File: src/rtl/dss_pkg.sv
// Shared constants and types for the drum step sequencer.
package dss_pkg;

    localparam int TRACKS        = 4;
    localparam int STEPS         = 16;
    localparam int TRACK_W       = (TRACKS > 1) ? $clog2(TRACKS) : 1;
    localparam int STEP_W        = $clog2(STEPS);
    localparam int MASK_TRACKS   = (TRACKS < 4) ? TRACKS : 4;
    localparam int REFRESH_PAIRS = 16;
    localparam int PAIR_W        = $clog2(REFRESH_PAIRS);

    localparam logic [7:0] KEY_BASE       = 8'd100;
    localparam logic [7:0] LEVEL_ON       = 8'd255;
    localparam logic [7:0] SET_THRESHOLD  = 8'd128;
    localparam logic [7:0] PARAM_SELECT   = 8'd5;
    localparam int         SELECT_DIVISOR = 242;

    // Input opcodes
    localparam logic OP_TICK    = 1'b0;
    localparam logic OP_CONTROL = 1'b1;

    // Result kinds
    localparam logic KIND_TRIGGER = 1'b0;
    localparam logic KIND_REFRESH = 1'b1;

    typedef logic [STEPS-1:0] t_pattern;

endpackage

File: src/rtl/drum_step_sequencer.sv
// Top level of the four-track drum step sequencer.
//
//  channel | direction | handshake                  | payload
//  --------+-----------+----------------------------+-----------------------------------
//  in      | input     | i_in_valid / o_in_ready    | i_opcode, i_param, i_value
//  out     | output    | o_out_valid / i_out_ready  | o_kind, o_trigger_mask, o_ui_key,
//          |           |                            | o_ui_level, o_last
//
// A request is decoded in the cycle it is accepted, and a tick or a track change puts its first
// result in the output register in the cycle after; one request per cycle is taken while results
// drain and no refresh burst runs. A track change issues 16 refresh results from the refresh counter,
// one per cycle while the output is not stalled, and the input stays blocked until the last is loaded.
// Synchronous reset clears the pattern flip-flops, the step position, the selected track, the refresh
// counter and the output valid flag. A stalled output holds its result and blocks new requests until it is taken.
module drum_step_sequencer
    import dss_pkg::*;
(
    input  logic        i_clk,
    input  logic        i_rst_n,
    input  logic        i_in_valid,
    output logic        o_in_ready,
    input  logic        i_opcode,
    input  logic [7:0]  i_param,
    input  logic [7:0]  i_value,
    output logic        o_out_valid,
    input  logic        i_out_ready,
    output logic        o_kind,
    output logic [3:0]  o_trigger_mask,
    output logic [7:0]  o_ui_key,
    output logic [7:0]  o_ui_level,
    output logic        o_last
);

    t_pattern           r_pattern [TRACKS];
    logic [STEP_W-1:0]  r_step;
    logic [TRACK_W-1:0] r_track;
    logic               r_burst;
    logic [PAIR_W-1:0]  r_pair;

    logic               r_out_valid;
    logic               r_kind;
    logic [3:0]         r_mask;
    logic [7:0]         r_key;
    logic [7:0]         r_level;
    logic               r_last;

    logic               slot_free;
    logic               accept;
    logic               is_tick;
    logic               is_write;
    logic               is_select;
    logic [7:0]         write_ofs;
    logic [STEP_W-1:0]  write_step;
    logic [9:0]         value_x;
    logic [TRACK_W-1:0] n_sel;
    logic               sel_change;
    logic [3:0]         tick_mask;
    logic [STEP_W-1:0]  n_step;
    logic [PAIR_W-1:0]  pair_idx;
    logic               pair_level;

    assign slot_free  = !r_out_valid || i_out_ready;
    assign o_in_ready = slot_free && !r_burst;
    assign accept     = i_in_valid && o_in_ready;

    // Decode the request
    assign is_tick    = (i_opcode == OP_TICK);
    assign write_ofs  = i_param - KEY_BASE;
    assign is_write   = (i_opcode == OP_CONTROL) && (i_param >= KEY_BASE)
                        && (write_ofs < 8'(REFRESH_PAIRS)) && (32'(write_ofs) < STEPS);
    assign write_step = write_ofs[STEP_W-1:0];
    assign is_select  = (i_opcode == OP_CONTROL) && (i_param == PARAM_SELECT);

    // Pick the track by threshold compares against multiples of the divisor
    assign value_x = 10'(i_value) * 10'(TRACKS);
    always_comb begin
        n_sel = '0;
        for (int k = 1; k < TRACKS; k++) begin
            if (32'(value_x) >= k * SELECT_DIVISOR) begin
                n_sel = TRACK_W'(k);
            end
        end
    end
    assign sel_change = is_select && (n_sel != r_track);

    // Gather the tracks that fire at the current step
    always_comb begin
        tick_mask = '0;
        for (int t = 0; t < MASK_TRACKS; t++) begin
            tick_mask[t] = r_pattern[t][r_step];
        end
    end
    assign n_step = (32'(r_step) == STEPS - 1) ? '0 : r_step + 1'b1;

    // Refresh pair level: the first pair on a change, then the counter
    assign pair_idx = r_burst ? r_pair : '0;
    always_comb begin
        pair_level = 1'b0;
        if (32'(pair_idx) < STEPS) begin
            pair_level = r_pattern[r_burst ? r_track : n_sel][STEP_W'(pair_idx)];
        end
    end

    // Update pattern, step position and selection
    always_ff @(posedge i_clk) begin
        if (!i_rst_n) begin
            for (int t = 0; t < TRACKS; t++) begin
                r_pattern[t] <= '0;
            end
            r_step  <= '0;
            r_track <= '0;
        end else if (accept) begin
            if (is_tick) begin
                r_step <= n_step;
            end else if (is_write) begin
                r_pattern[r_track][write_step] <= (i_value > SET_THRESHOLD);
            end else if (sel_change) begin
                r_track <= n_sel;
            end
        end
    end

    // Advance the refresh counter
    always_ff @(posedge i_clk) begin
        if (!i_rst_n) begin
            r_burst <= 1'b0;
            r_pair  <= '0;
        end else if (r_burst) begin
            if (slot_free) begin
                r_pair <= r_pair + 1'b1;
                if (32'(r_pair) == REFRESH_PAIRS - 1) begin
                    r_burst <= 1'b0;
                end
            end
        end else if (accept && sel_change) begin
            r_burst <= 1'b1;
            r_pair  <= PAIR_W'(1);
        end
    end

    // Load the output register
    always_ff @(posedge i_clk) begin
        if (!i_rst_n) begin
            r_out_valid <= 1'b0;
        end else if (r_burst || (accept && sel_change)) begin
            if (slot_free) begin
                r_out_valid <= 1'b1;
            end
        end else if (accept && is_tick) begin
            r_out_valid <= 1'b1;
        end else if (i_out_ready) begin
            r_out_valid <= 1'b0;
        end
    end

    always_ff @(posedge i_clk) begin
        if ((r_burst && slot_free) || (accept && sel_change)) begin
            r_kind  <= KIND_REFRESH;
            r_mask  <= '0;
            r_key   <= KEY_BASE + 8'(pair_idx);
            r_level <= pair_level ? LEVEL_ON : 8'd0;
            r_last  <= (32'(pair_idx) == REFRESH_PAIRS - 1);
        end else if (accept && is_tick) begin
            r_kind  <= KIND_TRIGGER;
            r_mask  <= tick_mask;
            r_key   <= '0;
            r_level <= '0;
            r_last  <= 1'b1;
        end
    end

    assign o_out_valid    = r_out_valid;
    assign o_kind         = r_kind;
    assign o_trigger_mask = r_mask;
    assign o_ui_key       = r_key;
    assign o_ui_level     = r_level;
    assign o_last         = r_last;

    // Checks
    a_burst_blocks_input: assert property (@(posedge i_clk) disable iff (!i_rst_n)
        r_burst |-> !o_in_ready)
        else $error("request accepted during refresh burst");

    a_trigger_is_last: assert property (@(posedge i_clk) disable iff (!i_rst_n)
        (r_out_valid && r_kind == KIND_TRIGGER) |-> r_last)
        else $error("trigger result not marked last");

    a_burst_counter: assert property (@(posedge i_clk) disable iff (!i_rst_n)
        r_burst |-> (r_pair != '0))
        else $error("refresh counter at zero during burst");

    a_change_starts_burst: assert property (@(posedge i_clk) disable iff (!i_rst_n)
        (accept && sel_change) |=> (r_burst && r_out_valid && r_kind == KIND_REFRESH))
        else $error("track change did not start refresh burst");

endmodule
File: config.mk
export PLATFORM = sky130hd
export DESIGN_NAME = drum_step_sequencer
export DESIGN_NICKNAME = d
export VERILOG_FILES = /design/src/rtl/dss_pkg.sv /design/src/rtl/drum_step_sequencer.sv
export SDC_FILE = /design/constraint.sdc
export NUM_CORES = 1
export LEC_CHECK = 0
export ABC_CLOCK_PERIOD_IN_PS = 4600
export BUFFER_PORTS_ARGS = -buffer_cell sky130_fd_sc_hd__buf_2
export CORE_MARGIN = 1
export CORE_UTILIZATION = 32
export CTS_CLUSTER_SIZE = 25
export DETAILED_ROUTE_END_ITERATION = 10
export HOLD_SLACK_MARGIN = 0.12
export MAX_ROUTING_LAYER = met4
export PLACE_DENSITY = 0.52
export SLEW_MARGIN = 10
export SYNTH_ARGS = -nofsm -noshare
export SYNTH_HDL_FRONTEND = slang
export SYNTH_SLANG_ARGS = --single-unit
File: constraint.sdc
create_clock -name i_clk -period 4.6 [get_ports i_clk]
set_input_delay 0.23 -clock i_clk [delete_from_list [all_inputs] [get_ports i_clk]]
set_output_delay 0.23 -clock i_clk [all_outputs]
set_load 0.01 [all_outputs]
==> metrics.csv <==
metric,value,unit
r2r_start,r_burst$_SDFF_PN0_,
critPathCaptureType,flip-flop,
gp_congestion,0.871,
antenna_left,0,
peakVddDrop,179,µV
vias,4145,
cts-resized-gates,0,
use_met1,25.1,%
drive_above_1_share,18.6,%
period_share,69.8,%
antenna_found_initial,0,
dp_hpwl,10600,µm
yosysUniqueCellTypes,56,
fmax,311,MHz
rows,46,
cts_buffers,9,
finalWirelength,14700,µm
yosys_warnings,0,
grt_setup_unrepaired,false,
setup_slack,1390,ps
hold_path_end,o_trigger_mask[1]$_SDFFE_PP0P_,
synth_fp_nets,543,
layout.nets,558,
grt_pass1_vias,3923,
utilization,36.8,%
fin_skew,9.22,ps
dr.pass1.iters,5,
synth_area,0.00526,mm²
pre_cts_ws,1450,ps
hold_buffers,0,
max_stage_delay,620,ps
p_leak,0.00219,µW
vias_per_cell,5.50,
syn_area_per_cell,10.1,µm²
setup_viol_count_final,0,
use_met3,3.44,%
portBuffers,43,
cp.arrival,3400,ps
num_io_pins,45,
post_cts_buffers,0,
slew_headroom,28.8,%
slew_viol_final,0,
cts_tree,yes,
grt_first_pass_wirelength,22900,µm
grt-ovfl-total,0,
power,1820,µW
cap_violations,0,
crit_family,simple AND/OR/NAND/NOR gates,
period_minus_slack,3210,ps
required,4790,ps
cp_num_buf_inv,1,
final-instance-count-excl-fill,753,
dpl.cell_count,739,
wl_per_cell,19.5,µm
power_density,310,mW/mm²
area_growth,11.5,%
clock_latency,350,ps
cp_max_fo,20,
n_antenna_cell,0,
met2_usage,29.2,%
tns,0,ps
worst_pin_slew,1070,ps
start_util,33.0,%
status,completed,
synth-edff-count,72,
clockRootBuffer,clkbuf_16,
cts_sinks,89,
finalHoldViolCount,0,
clk_transition_reported_paths,60,ps
htreeDepth,3,
syn-instance-count,519,
synth_flop_cell,edfxtp_1,
hold_class,input pin to flip-flop,
die_w,130,µm
worst_setup_path_start_kind,flip-flop,
track_usage,19.0,%
busiest_layer,met2,
die_h,130,µm
drc,0,
async_flop_share,0,%
drt_iter0_drc,394,
ff2ff_setup_slack,1390,ps
crit_chain,nor3_1 -> nand3_1 -> or3_1 -> buf_4 -> nand2b_1 -> nor2_1,
die_area,0.0170,mm²
seq_area_frac_synth,47.6,%
crit_slowest_cell,nor3_1,
hold_start,i_opcode,
synth-seq-cells,89,
clockBufferDepth,2,
reg2reg_depth,6,
coreArea,0.0159,mm²
rr_endpoint,r_pattern[2][8]$_SDFFCE_PN0P_,
grt_max_degree,53,
holdPathStages,4,
crit_type,flip-flop to flip-flop,
-- where the power goes --
part           internal (µW)  switching [µW]
Sequential               894            25.0
Combinational           75.7             105
Clock                    415             304
Total                   1380             434
-- cell families after synthesis --
group	after synthesis	share of synthesized area, %
simple gates	190	16.5
other cells	1	0.0713
flops	89	47.6
buf+inv	55	4.78
fa+ha+maj	3	0.714
mux	41	13.5
compound gates	134	15.9
xor+xnor	6	0.999
-- cell type report --
class                           instances  area [µm²]
Timing Repair Buffer                   49         260
Fill cell                            1640       10100
Clock buffer                            9         225
Multi-Input combinational cell        375        2510
Clock inverter                          5        58.8
Inverter                               10        37.5
Tap cell                              216         270
Sequential cell                        89        2500
-- routing by layer --
metal | wire length (µm) | part of all wire, % | up-vias
li1 | - | - | 1945
met1 | 6900 | 47 | 2037
met2 | 6770 | 46 | 147
met3 | 776 | 5.3 | 16
met4 | 271 | 1.8 | 0
met5 | 0 | 0 | -
-- cell usage after synthesis (4+ instances only) --
| cell type | count | area share (%) |
|---|---|---|
| buf_4 | 10 | 1.4 |
| a21oi_1 | 28 | 2.7 |
| buf_1 | 5 | 0.36 |
| and2_1 | 4 | 0.48 |
| a221oi_1 | 4 | 0.67 |
| nor2_1 | 92 | 6.6 |
| nand2_1 | 43 | 3.1 |
| dfxtp_1 | 17 | 6.5 |
| mux2i_1 | 14 | 2.7 |
| a31oi_1 | 9 | 1.1 |
| edfxtp_1 | 72 | 41 |
| inv_1 | 8 | 0.57 |
| mux2_2 | 4 | 0.86 |
| o211ai_1 | 5 | 0.71 |
| nand4_1 | 6 | 0.71 |
| nor2b_1 | 9 | 1.1 |
| xor2_1 | 4 | 0.67 |
| clkbuf_1 | 26 | 1.9 |
| nand3_1 | 9 | 0.86 |
| a211oi_1 | 5 | 0.71 |
| nor3_1 | 8 | 0.76 |
| mux4_2 | 21 | 9.0 |
| o21ai_0 | 62 | 5.9 |
-- worst register-to-register path, cell delays in order (launching register included) --
cell	delay [ps]
dfxtp_1	510
nor3_1	620
nand3_1	470
or3_1	450
buf_4	220
nand2b_1	550
nor2_1	240
-- cells in the final DEF (no fill, tap or decap), drive strengths merged, types with 5 or more instances in the layout --
| cell type | n |
|---|---|
| nor3 | 9 |
| nand3 | 9 |
| dfxtp | 17 |
| edfxtp | 72 |
| buf | 49 |
| mux2i | 14 |
| a31oi | 9 |
| nand2 | 43 |
| o211ai | 6 |
| clkbuf | 9 |
| nand4 | 6 |
| nor2b | 9 |
| mux4 | 23 |
| o21ai | 65 |
| a211oi | 5 |
| nor2 | 94 |
| inv | 10 |
| a21oi | 28 |
-- per-stage QoR --
stage	area [µm²]	hold WS [ps]
2_1_floorplan	5260	463
3_3_place_gp	5580	431
3_5_place_dp	5580	434
4_1_cts	5860	286
5_1_grt	5860	335
6_report	5860	306
-- how the worst max path moves through the flow --
stage / start / end / cells past startpoint / slack, ps
2_1_floorplan: i_value[1] / o_ui_level[6]$_SDFFCE_PN0P_ / 8 / 2400
3_3_place_gp: r_burst$_SDFF_PN0_ / r_pattern[1][0]$_SDFFCE_PN0P_ / 6 / 1540
3_5_place_dp: r_burst$_SDFF_PN0_ / r_pattern[2][0]$_SDFFCE_PN0P_ / 6 / 1450
4_1_cts: r_burst$_SDFF_PN0_ / r_pattern[2][0]$_SDFFCE_PN0P_ / 6 / 1430
5_1_grt: r_burst$_SDFF_PN0_ / r_pattern[1][12]$_SDFFCE_PN0P_ / 6 / 1220
6_report: r_burst$_SDFF_PN0_ / r_pattern[2][8]$_SDFFCE_PN0P_ / 6 / 1390
-- flip-flops by register name, indices dropped and copies added (netlist names) --
name            count
o_ui_key            6
r_burst             1
o_ui_level          1
o_last              1
o_out_valid         1
r_pair              4
r_track             2
o_trigger_mask      4
r_step              4
r_pattern          64
o_kind              1
No activity file was read; power rests on OpenSTA's default activity.
